--- config.mk ---
export PLATFORM = sky130hd
export DESIGN_NAME = fix_tag_value_frame_checker_unit
export DESIGN_NICKNAME = d
export VERILOG_FILES = /design/src/design/fxc_pkg.sv /design/src/design/fxc_core.sv /design/src/design/fxc_outq.sv /design/src/design/fix_tag_value_frame_checker_unit.sv
export SDC_FILE = /design/constraint.sdc
export NUM_CORES = 2
export LEC_CHECK = 0
export BUFFER_PORTS_ARGS = -buffer_cell sky130_fd_sc_hd__clkbuf_2
export CORE_MARGIN = 5
export CORE_UTILIZATION = 33
export CTS_CLUSTER_SIZE = 10
export DETAILED_ROUTE_END_ITERATION = 12
export GPL_ROUTABILITY_DRIVEN = 0
export PLACE_DENSITY = 0.48
export SYNTH_ARGS = -nofsm -noshare
export SYNTH_HDL_FRONTEND = slang
export SYNTH_SLANG_ARGS = --single-unit
--- constraint.sdc ---
create_clock -name clk -period 7.07 [get_ports clk]
set_input_delay 0.707 -clock clk [delete_from_list [all_inputs] [get_ports clk]]
set_output_delay 0.707 -clock clk [all_outputs]
set_load 0.02 [all_outputs]
--- src/design/fxc_pkg.sv ---
// Shared types and constants for the FIX tag=value frame checker.
// No dependencies; used by fxc_core, fxc_outq and the top level.
package fxc_pkg;

    localparam logic [15:0] LENGTH_LIMIT   = 16'hFFFF;
    localparam logic [15:0] MIN_LEN_RESET  = 16'd20;
    localparam logic [7:0]  CH_SOH         = 8'h01;
    localparam logic [7:0]  CH_ZERO        = 8'h30;
    localparam logic [7:0]  CH_ONE         = 8'h31;
    localparam logic [7:0]  CH_EQ          = 8'h3D;
    localparam logic [7:0]  CH_W           = 8'h57;
    localparam logic [7:0]  CH_X           = 8'h58;
    localparam logic [31:0] TAG_MSGTYPE    = 32'd35;
    localparam int          OUT_DATA_W     = 72;
    localparam int          QUEUE_DEPTH    = 4;

    typedef enum logic [1:0] {
        PH_TAG   = 2'd0,
        PH_VALUE = 2'd1,
        PH_HALT  = 2'd2
    } phase_t;

    typedef enum logic [2:0] {
        ST_OK        = 3'd0,
        ST_SHORT     = 3'd1,
        ST_CHECKSUM  = 3'd2,
        ST_BAD_TAG   = 3'd3,
        ST_NO_TYPE   = 3'd4,
        ST_UNSUPP    = 3'd5,
        ST_TOO_LONG  = 3'd6
    } status_t;

    localparam logic [1:0] MK_NONE  = 2'd0;
    localparam logic [1:0] MK_W     = 2'd1;
    localparam logic [1:0] MK_X     = 2'd2;
    localparam logic [1:0] MK_OTHER = 2'd3;

    typedef struct packed {
        logic        record_kind;
        logic [31:0] tag;
        logic [15:0] val_offset;
        logic [15:0] value_length;
        logic [2:0]  status;
        logic [1:0]  msg_kind;
        logic        last_of_run;
    } result_t;

    typedef struct packed {
        logic [1:0] count;
        result_t    first;
        result_t    second;
    } result_pair_t;

endpackage

--- src/design/fxc_core.sv ---
// Parser and checksum tracker: message state and the results of one byte.
// Depends on fxc_pkg.
module fxc_core (
    input  logic                 clk,
    input  logic                 rst_n,
    input  logic                 in_fire,
    input  logic [7:0]           data_byte,
    input  logic                 last_byte,
    input  logic [15:0]          min_length,
    output fxc_pkg::result_pair_t results
);
    import fxc_pkg::*;

    logic [15:0] bp_reg, bp_next;
    logic [7:0]  sum_reg, sum_next;
    logic [7:0]  sh_reg [2], sh_next [2];
    logic [7:0]  pb_reg [2], pb_next [2];
    logic [15:0] tpos_reg [3], tpos_next [3];
    logic [7:0]  tsum_reg [3], tsum_next [3];
    logic [9:0]  trcv_reg [3], trcv_next [3];
    logic [2:0]  tfl_reg [3], tfl_next [3];
    phase_t      ph_reg, ph_next;
    logic [31:0] acc_reg, acc_next;
    logic [2:0]  tf_reg, tf_next;
    logic [15:0] fvs_reg, fvs_next;
    logic        tts_reg, tts_next;
    logic [1:0]  ttk_reg, ttk_next;
    logic [7:0]  vf_reg, vf_next;
    logic        tl_reg, tl_next;

    logic        digit, fld, ck_ok, ck_done;
    logic [15:0] p, flen, len;
    logic [35:0] acc10;
    logic [16:0] trl_gap;
    logic [1:0]  kind;
    result_t     frec, vrec;
    status_t     st;

    always_comb
    begin
        bp_next = bp_reg; sum_next = sum_reg; sh_next = sh_reg; pb_next = pb_reg;
        tpos_next = tpos_reg; tsum_next = tsum_reg; trcv_next = trcv_reg;
        tfl_next = tfl_reg; ph_next = ph_reg; acc_next = acc_reg; tf_next = tf_reg;
        fvs_next = fvs_reg; tts_next = tts_reg; ttk_next = ttk_reg;
        vf_next = vf_reg; tl_next = tl_reg;
        digit = (data_byte >= CH_ZERO) && (data_byte <= 8'h39);
        p = bp_reg;
        acc10 = {acc_reg, 3'b000} + {3'b000, acc_reg, 1'b0}
              + {28'd0, data_byte - CH_ZERO};
        fld = 1'b0; flen = '0; kind = MK_OTHER; trl_gap = '0;
        ck_ok = 1'b0; ck_done = 1'b0; len = '0; st = ST_OK;
        frec = '0; vrec = '0;
        results = '0;

        if (!tl_reg && bp_reg == LENGTH_LIMIT)
        begin
            tl_next = 1'b1;
        end
        if (!tl_next)
        begin
            if (ph_reg == PH_TAG)
            begin
                if (data_byte == CH_EQ)
                begin
                    if (tf_reg[0] && !tf_reg[1])
                    begin
                        ph_next = PH_VALUE;
                        fvs_next = p + 16'd1;
                    end
                    else
                    begin
                        ph_next = PH_HALT;
                    end
                end
                else if (!tf_reg[0])
                begin
                    tf_next[0] = 1'b1;
                    if (digit)
                        acc_next = {24'd0, data_byte - CH_ZERO};
                    else
                        tf_next[2:1] = 2'b11;
                end
                else if (!tf_reg[2])
                begin
                    if (digit)
                    begin
                        if (acc10[35:32] != 4'd0)
                            tf_next[2:1] = 2'b11;
                        else
                            acc_next = acc10[31:0];
                    end
                    else
                    begin
                        tf_next[2] = 1'b1;
                    end
                end
            end
            else if (ph_reg == PH_VALUE)
            begin
                if (data_byte == CH_SOH)
                begin
                    fld = 1'b1;
                    flen = p - fvs_reg;
                    ph_next = PH_TAG;
                    acc_next = '0;
                    tf_next = '0;
                end
                else if (p == fvs_reg)
                begin
                    vf_next = data_byte;
                end
            end

            for (int k = 0; k < 3; k++)
            begin
                trl_gap = {1'b0, p} - {1'b0, tpos_reg[k]};
                if (tfl_reg[k][0] && !tfl_reg[k][1] && p > tpos_reg[k]
                    && trl_gap >= 17'd3 && trl_gap <= 17'd5)
                begin
                    if (digit)
                        trcv_next[k] = 10'({trcv_reg[k], 3'b000}
                                     + {1'b0, trcv_reg[k], 1'b0}
                                     + {5'd0, data_byte - CH_ZERO});
                    else
                    begin
                        tfl_next[k][1] = 1'b1;
                        if (trl_gap == 17'd3)
                            tfl_next[k][2] = 1'b1;
                    end
                end
            end
            if (p >= 16'd3 && pb_reg[1] == CH_ONE && pb_reg[0] == CH_ZERO
                && data_byte == CH_EQ)
            begin
                for (int k = 2; k > 0; k--)
                begin
                    tpos_next[k] = tpos_next[k-1];
                    tsum_next[k] = tsum_next[k-1];
                    trcv_next[k] = trcv_next[k-1];
                    tfl_next[k]  = tfl_next[k-1];
                end
                tpos_next[0] = p - 16'd2;
                tsum_next[0] = sh_reg[1];
                trcv_next[0] = '0;
                tfl_next[0]  = 3'b001;
            end
            sh_next[1] = sh_reg[0];
            sh_next[0] = sum_reg;
            sum_next = sum_reg + data_byte;
            pb_next[1] = pb_reg[0];
            pb_next[0] = data_byte;
            bp_next = p + 16'd1;
        end

        len = bp_next;
        if (last_byte && !tl_next && ph_next == PH_VALUE)
        begin
            fld = 1'b1;
            flen = len - fvs_next;
        end
        if (fld)
        begin
            frec.tag = acc_reg;
            frec.val_offset = fvs_next;
            frec.value_length = flen;
            if (acc_reg == TAG_MSGTYPE && !tts_reg)
            begin
                if (flen == 16'd1 && vf_next == CH_W)
                    kind = MK_W;
                else if (flen == 16'd1 && vf_next == CH_X)
                    kind = MK_X;
                tts_next = 1'b1;
                ttk_next = kind;
            end
        end

        if (len >= 16'd7)
        begin
            for (int k = 0; k < 3; k++)
            begin
                if (!ck_done && tfl_next[k][0] && tpos_next[k] <= len - 16'd7)
                begin
                    ck_done = 1'b1;
                    ck_ok = !tfl_next[k][2] && (trcv_next[k][7:0] == tsum_next[k]);
                end
            end
        end
        if (tl_next)
            st = ST_TOO_LONG;
        else if (len < min_length)
            st = ST_SHORT;
        else if (!ck_ok)
            st = ST_CHECKSUM;
        else if (ph_next == PH_HALT)
            st = ST_BAD_TAG;
        else if (!tts_next)
            st = ST_NO_TYPE;
        else if (ttk_next == MK_OTHER)
            st = ST_UNSUPP;
        vrec.record_kind = 1'b1;
        vrec.status = st;
        vrec.msg_kind = (st == ST_OK) ? ttk_next : MK_NONE;
        vrec.last_of_run = 1'b1;

        if (fld && last_byte)
        begin
            results.count = 2'd2;
            results.first = frec;
            results.second = vrec;
        end
        else if (fld)
        begin
            frec.last_of_run = 1'b1;
            results.count = 2'd1;
            results.first = frec;
        end
        else if (last_byte)
        begin
            results.count = 2'd1;
            results.first = vrec;
        end

        if (last_byte)
        begin
            bp_next = '0; sum_next = '0; sh_next = '{default: '0};
            pb_next = '{default: '0}; tpos_next = '{default: '0};
            tsum_next = '{default: '0}; trcv_next = '{default: '0};
            tfl_next = '{default: '0}; ph_next = PH_TAG; acc_next = '0;
            tf_next = '0; fvs_next = '0; tts_next = 1'b0; ttk_next = MK_NONE;
            vf_next = '0; tl_next = 1'b0;
        end
        if (!in_fire)
            results.count = 2'd0;
    end

    always_ff @(posedge clk or negedge rst_n)
    begin
        if (!rst_n)
        begin
            bp_reg <= '0; sum_reg <= '0; sh_reg <= '{default: '0};
            pb_reg <= '{default: '0}; tpos_reg <= '{default: '0};
            tsum_reg <= '{default: '0}; trcv_reg <= '{default: '0};
            tfl_reg <= '{default: '0}; ph_reg <= PH_TAG; acc_reg <= '0;
            tf_reg <= '0; fvs_reg <= '0; tts_reg <= 1'b0; ttk_reg <= MK_NONE;
            vf_reg <= '0; tl_reg <= 1'b0;
        end
        else if (in_fire)
        begin
            bp_reg <= bp_next; sum_reg <= sum_next; sh_reg <= sh_next;
            pb_reg <= pb_next; tpos_reg <= tpos_next; tsum_reg <= tsum_next;
            trcv_reg <= trcv_next; tfl_reg <= tfl_next; ph_reg <= ph_next;
            acc_reg <= acc_next; tf_reg <= tf_next; fvs_reg <= fvs_next;
            tts_reg <= tts_next; ttk_reg <= ttk_next; vf_reg <= vf_next;
            tl_reg <= tl_next;
        end
    end

endmodule

--- src/design/fxc_outq.sv ---
// Result queue that takes up to two results a cycle and hands out one.
// Depends on fxc_pkg.
module fxc_outq (
    input  logic                  clk,
    input  logic                  rst_n,
    input  fxc_pkg::result_pair_t wr,
    output logic                  room,
    output logic                  rd_valid,
    input  logic                  rd_ready,
    output fxc_pkg::result_t      rd_data
);
    import fxc_pkg::*;

    result_t    mem_reg [QUEUE_DEPTH];
    logic [1:0] wp_reg, rp_reg;
    logic [2:0] cnt_reg, cnt_next;
    logic       pop;

    assign pop      = rd_valid && rd_ready;
    assign rd_valid = (cnt_reg != 3'd0);
    assign rd_data  = mem_reg[rp_reg];
    assign room     = (cnt_reg <= 3'd2);
    assign cnt_next = cnt_reg + {1'b0, wr.count} - {2'd0, pop};

    always_ff @(posedge clk)
    begin
        if (wr.count != 2'd0)
            mem_reg[wp_reg] <= wr.first;
        if (wr.count == 2'd2)
            mem_reg[wp_reg + 2'd1] <= wr.second;
    end

    always_ff @(posedge clk or negedge rst_n)
    begin
        if (!rst_n)
        begin
            wp_reg <= '0;
            rp_reg <= '0;
            cnt_reg <= '0;
        end
        else
        begin
            wp_reg <= wp_reg + wr.count;
            rp_reg <= rp_reg + {1'b0, pop};
            cnt_reg <= cnt_next;
        end
    end

endmodule

--- src/design/fix_tag_value_frame_checker_unit.sv ---
// Top level of the FIX tag=value frame checker: parser core and result queue.
// Depends on fxc_pkg, fxc_core and fxc_outq.
// Each result is registered in the result queue and offered from there.
// Throughput: one byte per cycle while the result queue has room; a byte that yields
// two results takes two queue entries, absorbed by the four-entry result queue.
// Reset clears all message state and sets min_length to 20.
module fix_tag_value_frame_checker_unit (
    input  logic        clk,
    input  logic        rst_n,
    input  logic        s_tvalid,
    output logic        s_tready,
    input  logic [7:0]  s_tdata,    // data_byte
    input  logic        s_tlast,    // last_byte
    output logic        m_tvalid,
    input  logic        m_tready,
    output logic [71:0] m_tdata,    // tag, value_start, value_length, status, msg_kind, zeros
    output logic        m_tuser,    // record_kind
    output logic        m_tlast,    // last_of_run
    input  logic        cfg_we,
    input  logic [15:0] cfg_wdata
);
    import fxc_pkg::*;

    logic         in_fire, room;
    logic [15:0]  min_len_reg;
    result_pair_t pair;
    result_t      res;

    assign s_tready = room;
    assign in_fire  = s_tvalid && room;

    always_ff @(posedge clk or negedge rst_n)
    begin
        if (!rst_n)
            min_len_reg <= MIN_LEN_RESET;
        else if (cfg_we)
            min_len_reg <= cfg_wdata;
    end

    fxc_core u_core (
        .clk        (clk),
        .rst_n      (rst_n),
        .in_fire    (in_fire),
        .data_byte  (s_tdata),
        .last_byte  (s_tlast),
        .min_length (min_len_reg),
        .results    (pair)
    );

    fxc_outq u_outq (
        .clk      (clk),
        .rst_n    (rst_n),
        .wr       (pair),
        .room     (room),
        .rd_valid (m_tvalid),
        .rd_ready (m_tready),
        .rd_data  (res)
    );

    assign m_tdata = {3'd0, res.msg_kind, res.status, res.value_length,
                      res.val_offset, res.tag};
    assign m_tuser = res.record_kind;
    assign m_tlast = res.last_of_run;

endmodule

**Yosys cells after proc, flatten, opt, wreduce, memory -nomap -nowiden**

Memories as Yosys holds them, arrays and structs flattened.
Cells that the tools add are included.

- Register bits after elaboration: 254
- RAM bits: 284
- Input port bits: 30
- Output and inout port bits: 76
- Memories: 1

Memories:

| memory | depth | bits a word | read ports | clocked after memory_dff | wr ports | RTL line | text |
|---|---|---|---|---|---|---|---|
| u_outq.mem_reg | 4 | 71 | 1 | 0 | 2 | fxc_outq.sv:14 | `result_t mem_reg [QUEUE_DEPTH];` |

- Add/sub/neg operators: 23
- Magnitude comparators: 18
- Equal/unequal tests: 31
- Multiplexer cells: 121
- Reduce and logical (&&, ||, !) cells: 62

Operators by type and width:

| operator | count |
|---|---|
| $mux 32 | 11 |
| $mux 16 | 16 |
| $mux 73 | 2 |
| $mux 48 | 3 |
| $mux 30 | 3 |
| $mux 24 | 3 |
| $mux 72 | 1 |
| $mux 71 | 1 |
| $mux 64 | 1 |
| $mux 8 | 8 |
| $mux 10 | 6 |
| $eq 17x2->1 const B | 3 |
| $ge 17x2->1 const B | 3 |
| $le 17x3->1 const B | 3 |
| $sub 16x16->17 | 3 |
| $gt 16x16->1 | 3 |
| $le 16x16->1 | 3 |
| $mux 2 | 23 |
| $add 35x33->36 | 1 |
| $add 36x8->36 | 1 |
| $mux 3 | 12 |
| $logic_and 1x1->1 | 34 |
| $eq 32x6->1 const B | 1 |
| $sub 16x16->16 | 2 |
| other kinds (45) | 108 |

**Logic depth before layout (Yosys ltp)**

- Word-level depth: 33
- Mapped depth: 29
- Gate-level depth less buffers: 25

**By module**

Synthesis repeated with hierarchy kept, for this count alone.

- Cells, all modules: 3560
- Area, all modules: 37577.3 um2

By module, submodules not included:

| module | instances | cells an instance | area an instance (um2) | seq. area each (um2) |
|---|---|---|---|---|
| fxc_core | 1 | 2795 | 22808.1 | 5655.4 |
| fxc_outq | 1 | 726 | 14084.8 | 8703.3 |
| fix_tag_value_frame_checker_unit | 1 | 39 | 684.4 | 402.9 |

**Least setup slack after synthesis**

No wires, ideal clock.

- Path type: input -> register
- From: in s_tdata[7]
- To: mem u_outq.mem_reg[1][4] (netlist bit) (data pin)
- Library setup time: 0.256 ns
- Data arrival time: 6.074 ns
- Required time: 6.814 ns
- Setup slack: 0.740 ns
- Cell stages on the path: 27
- Cell sequence: buf_2 > or4b_4 > or2_1 > or3_4 > nor2_2 > nand2_1 > clkbuf_1 > clkbuf_1 > clkbuf_1 > clkbuf_1 > nand2_1 > o21ai_0 > ha_1 > nor2b_1 > o21a_1 > o21ai_0 > a21oi_1 > o21ai_0 > a21oi_1 > o41a_1 > or3_1 > a31o_2 > nor4_2 > a41oi_2 > o31ai_4 > nand2_2 > a22o_1

RTL lines:

| what | RTL line | text |
|---|---|---|
| start, declared | fix_tag_value_frame_checker_unit.sv:12 | `input logic [7:0] s_tdata,` |
| end, declared | fxc_outq.sv:14 |  |

==> metrics.txt <==
# TYPE chip_impl_metric gauge
chip_impl_info{name="outcome",value="complete, no violations"} 1
chip_impl_metric{name="die-area",unit="µm²"} 111000
chip_impl_info{name="worstSetupStartpointType",value="flop"} 1
chip_impl_metric{name="fin_hold_viols",unit=""} 0
chip_impl_metric{name="timing.reg2reg.worst_path_depth",unit=""} 21
chip_impl_metric{name="worst-endpoint-arrival",unit="ns"} 6.91
chip_impl_metric{name="seq_area_frac_synth",unit="%"} 35.5
chip_impl_metric{name="max_cap_violations",unit=""} 0
chip_impl_metric{name="top_level_ports",unit=""} 106
chip_impl_metric{name="numPlacedInstances",unit=""} 5097
chip_impl_metric{name="port_buffers",unit=""} 102
chip_impl_metric{name="postRouteAntennaNets",unit=""} 0
chip_impl_metric{name="synthDominantCellAreaShare",unit="%"} 18.0
chip_impl_metric{name="synthDistinctLibCells",unit=""} 112
chip_impl_metric{name="dp_slack",unit="ns"} 0.379
chip_impl_metric{name="grt_first_pass_wirelength",unit="µm"} 184000
chip_impl_metric{name="track_usage",unit="%"} 21.1
chip_impl_info{name="yosys_most_used_dff",value="sky130_fd_sc_hd__dfxtp_1"} 1
chip_impl_metric{name="first_global_vias",unit=""} 29100
chip_impl_info{name="worstSetupEndpointType",value="flop"} 1
chip_impl_metric{name="cts_inserted_buffers",unit=""} 67
chip_impl_metric{name="timing.final.max_slew_violations",unit=""} 0
chip_impl_info{name="most-common-layout-cells",value="407 x sky130_fd_sc_hd__nand2_1, 346 x sky130_fd_sc_hd__o21ai_0, 256 x sky130_fd_sc_hd__dfxtp_1, 245 x sky130_fd_sc_hd__dfrtp_1, 241 x sky130_fd_sc_hd__ha_1"} 1
chip_impl_info{name="tritoncts_clock_tree",value="done"} 1
chip_impl_metric{name="synthesis.area_per_instance",unit="µm²"} 9.16
chip_impl_metric{name="first_iter_violations",unit=""} 2629
chip_impl_metric{name="post_drt_via_cell_ratio",unit=""} 5.74
chip_impl_metric{name="postRouteWirelength",unit="µm"} 121000
chip_impl_metric{name="synth_edf_count",unit=""} 28
chip_impl_info{name="grt_setup_unrepaired",value="no"} 1
chip_impl_metric{name="worstMarginPinSlew",unit="ns"} 1.05
chip_impl_metric{name="cp_data_required_time",unit="ns"} 7.45
chip_impl_metric{name="power_leakage",unit="nW"} 16.6
chip_impl_metric{name="cts-htree-levels",unit=""} 3
chip_impl_metric{name="route.vias.total",unit=""} 29900
chip_impl_metric{name="peakVddDrop",unit="mV"} 0.284
chip_impl_info{name="crit-reg2reg-launch",value="u_core.bp_reg[0]"} 1
chip_impl_metric{name="report.final.setup_viol",unit=""} 0
chip_impl_metric{name="synth.ff_latch_count",unit=""} 533
chip_impl_metric{name="largest_fanout_on_the_critical_path",unit=""} 10
chip_impl_metric{name="final_period_minus_worst_setup_slack",unit="ns"} 6.53
chip_impl_metric{name="skew",unit="ns"} 0.0306
chip_impl_info{name="synth_largest_area_cell",value="sky130_fd_sc_hd__dfrtp_1"} 1
chip_impl_metric{name="hold_slack",unit="ns"} 0.130
chip_impl_info{name="layout_commonest_cell",value="sky130_fd_sc_hd__nand2_1"} 1
chip_impl_info{name="critPathKind",value="flop to flop"} 1
chip_impl_metric{name="min_period_over_period",unit="%"} 92.4
chip_impl_metric{name="drcViolationCount",unit=""} 0
chip_impl_info{name="ctsRootBufferMaster",value="sky130_fd_sc_hd__clkbuf_16"} 1
chip_impl_metric{name="async_reset_ff_share",unit="%"} 46.7
chip_impl_metric{name="grt_start_max_net_pins",unit=""} 96
chip_impl_metric{name="clk_path_buf_depth",unit=""} 3
chip_impl_metric{name="timing.setup.tns",unit="ns"} 0
chip_impl_metric{name="overflow",unit=""} 0
chip_impl_info{name="worstHoldPathType",value="input port to asynchronous set/reset pin"} 1
chip_impl_metric{name="area_of_the_placeable_core",unit="µm²"} 103000
chip_impl_metric{name="max_clock_freq",unit="GHz"} 0.153
chip_impl_metric{name="cts_num_sinks",unit=""} 533
chip_impl_metric{name="floorplan.rows",unit=""} 118
chip_impl_metric{name="clock_latency",unit="ns"} 0.63
chip_impl_metric{name="largest_reg_flops",unit=""} 284
chip_impl_metric{name="slew-limit-headroom",unit="%"} 29.8
chip_impl_metric{name="die_height",unit="µm"} 333
chip_impl_metric{name="initial_antenna_violation_count",unit=""} 6
chip_impl_info{name="timing.rr.end",value="u_outq.mem_reg[1][4]"} 1
chip_impl_metric{name="drtPass1Iterations",unit=""} 5
chip_impl_info{name="netlist_top_cells_area",value="sky130_fd_sc_hd__dfrtp_1 18%, sky130_fd_sc_hd__dfxtp_1 15%, sky130_fd_sc_hd__ha_1 8.8%, sky130_fd_sc_hd__o21ai_0 5.1%, sky130_fd_sc_hd__mux4_2 4.7%"} 1
chip_impl_metric{name="cell_area_after_synthesis",unit="µm²"} 34400
chip_impl_metric{name="synth_warnings",unit=""} 0
chip_impl_metric{name="initial_standard_cell_utilization_of_the_core",unit="%"} 33.2
chip_impl_metric{name="layout-drive-gt1-share",unit="%"} 11.7
chip_impl_metric{name="dieWidth",unit="µm"} 333
chip_impl_metric{name="setup_slack",unit="ns"} 0.540
chip_impl_metric{name="worst_setup_hold_path_clk_slew",unit="ns"} 0.06
chip_impl_metric{name="power_density",unit="nW/µm²"} 373
chip_impl_metric{name="synthesis.instances",unit=""} 3749
chip_impl_metric{name="syn_to_final_growth",unit="%"} 12.5
chip_impl_metric{name="place.detailed.hpwl",unit="µm"} 84700
chip_impl_metric{name="post_detailed_route_wirelength_per_cell",unit="µm"} 23.2
chip_impl_metric{name="layout.nets",unit=""} 4085
chip_impl_metric{name="number_of_non_filler_instances_in_the_completed_layout",unit=""} 5208
chip_impl_metric{name="postCtsSetupRepairBufs",unit=""} 0
chip_impl_metric{name="r2r_setup_slack",unit="ns"} 0.54
==> synth_stat cells (all sizes together), types with 14 or more instances <==
library cell / n
a2111oi: 14
a211oi: 26
a21o: 56
a21oi: 156
a22o: 151
a22oi: 34
a31oi: 26
a32o: 130
and2: 22
and3: 21
buf: 34
clkbuf: 200
dfrtp: 247
dfxtp: 256
edfxtp: 28
fa: 28
ha: 241
inv: 215
mux2i: 43
mux4: 72
nand2: 412
nand2b: 38
nand3: 64
nand4: 41
nor2: 181
nor2b: 29
nor3: 84
nor4: 40
o21a: 32
o21ai: 357
o21bai: 18
o22ai: 41
o31ai: 15
or2: 22
or3: 33
xnor2: 106
xor2: 45
==> layout make-up <==
cell class / instances / area, µm²
Antenna cell: 2 / 5.00
Clock buffer: 99 / 1890
Clock inverter: 10 / 154
Fill cell: 10600 / 64800
Inverter: 216 / 811
Multi-Input combinational cell: 2768 / 20600
Sequential cell: 533 / 12200
Tap cell: 1380 / 1730
Timing Repair Buffer: 200 / 1280
==> worst max-delay path: stages, from the launching register on <==
cell	delay, ns
sky130_fd_sc_hd__dfrtp_1	0.48
sky130_fd_sc_hd__ha_1	0.31
sky130_fd_sc_hd__nand3_2	0.25
sky130_fd_sc_hd__or4_1	0.64
sky130_fd_sc_hd__o31a_1	0.29
sky130_fd_sc_hd__a211oi_1	0.36
sky130_fd_sc_hd__nand4_1	0.26
sky130_fd_sc_hd__nor4_1	0.31
sky130_fd_sc_hd__xnor2_1	0.27
sky130_fd_sc_hd__ha_1	0.35
sky130_fd_sc_hd__a211o_1	0.30
sky130_fd_sc_hd__a221oi_1	0.19
sky130_fd_sc_hd__o21ai_0	0.21
sky130_fd_sc_hd__o21ai_2	0.31
sky130_fd_sc_hd__nand3b_1	0.11
sky130_fd_sc_hd__o21ba_2	0.23
sky130_fd_sc_hd__nand4_1	0.10
sky130_fd_sc_hd__a211oi_1	0.29
sky130_fd_sc_hd__nand4_1	0.19
sky130_fd_sc_hd__o31ai_4	0.40
sky130_fd_sc_hd__nand2_2	0.20
sky130_fd_sc_hd__a22o_1	0.24
==> metrics by stage <==
stage                     utilization, %  total power, mW  instance area (µm²)
after detailed placement            35.4             11.1                36600
after global routing                37.3             15.4                38600
final                               37.3             14.4                38700
after floorplan                        -             8.90                34400
after CTS                           37.3             14.5                38600
after global placement              35.4             11.1                36600
==> metal layers <==
metal  vias to the layer above  part of all wire (%)  GRT usage, %  wire length (µm)
li1                      14000                     -             -                 -
met1                     14900                    48          30.8             57500
met2                       885                    44          32.4             53200
met3                       160                   5.9          3.47              7150
met4                         2                   2.5          5.48              3040
met5                         -                0.0099             0                12
==> logic make-up after synthesis <==
| family | share of synthesized area [%] |
|---|---|
| compound gates | 24.1 |
| fa+ha+maj | 10.4 |
| xor+xnor | 3.85 |
| buf+inv | 5.03 |
| other cells | 0.0109 |
| simple gates | 14.8 |
| flops | 35.5 |
| mux | 6.24 |
==> power by group <==
group | leakage (nW) | internal (mW) | total [mW] | switching [mW]
Sequential | 5.67 | 3.53 | 4.00 | 0.467
Clock | 0.993 | 1.90 | 3.30 | 1.40
Combinational | 9.98 | 2.76 | 7.13 | 4.37
==> timing repair <==
item                                    4_1_cts  5_1_grt
gates resized for setup                       0        3
hold buffers                                  0        0
endpoints found under the setup margin        0       20
==> how the worst max path moves through the flow <==
stage / cells after the start / to / slack (ns) / from
after floorplan: 27 / u_outq.mem_reg[1][4] / 0.74 / s_tdata[7]
after global placement: 21 / u_outq.mem_reg[1][4] / 0.56 / u_core.bp_reg[0]
after detailed placement: 21 / u_outq.mem_reg[1][4] / 0.38 / u_core.bp_reg[0]
after CTS: 21 / u_outq.mem_reg[1][4] / 0.33 / u_core.bp_reg[0]
after global routing: 21 / u_outq.mem_reg[1][4] / 0.06 / u_core.bp_reg[0]
final: 21 / u_outq.mem_reg[1][4] / 0.54 / u_core.bp_reg[0]
(Power assumes the default switching activity.)
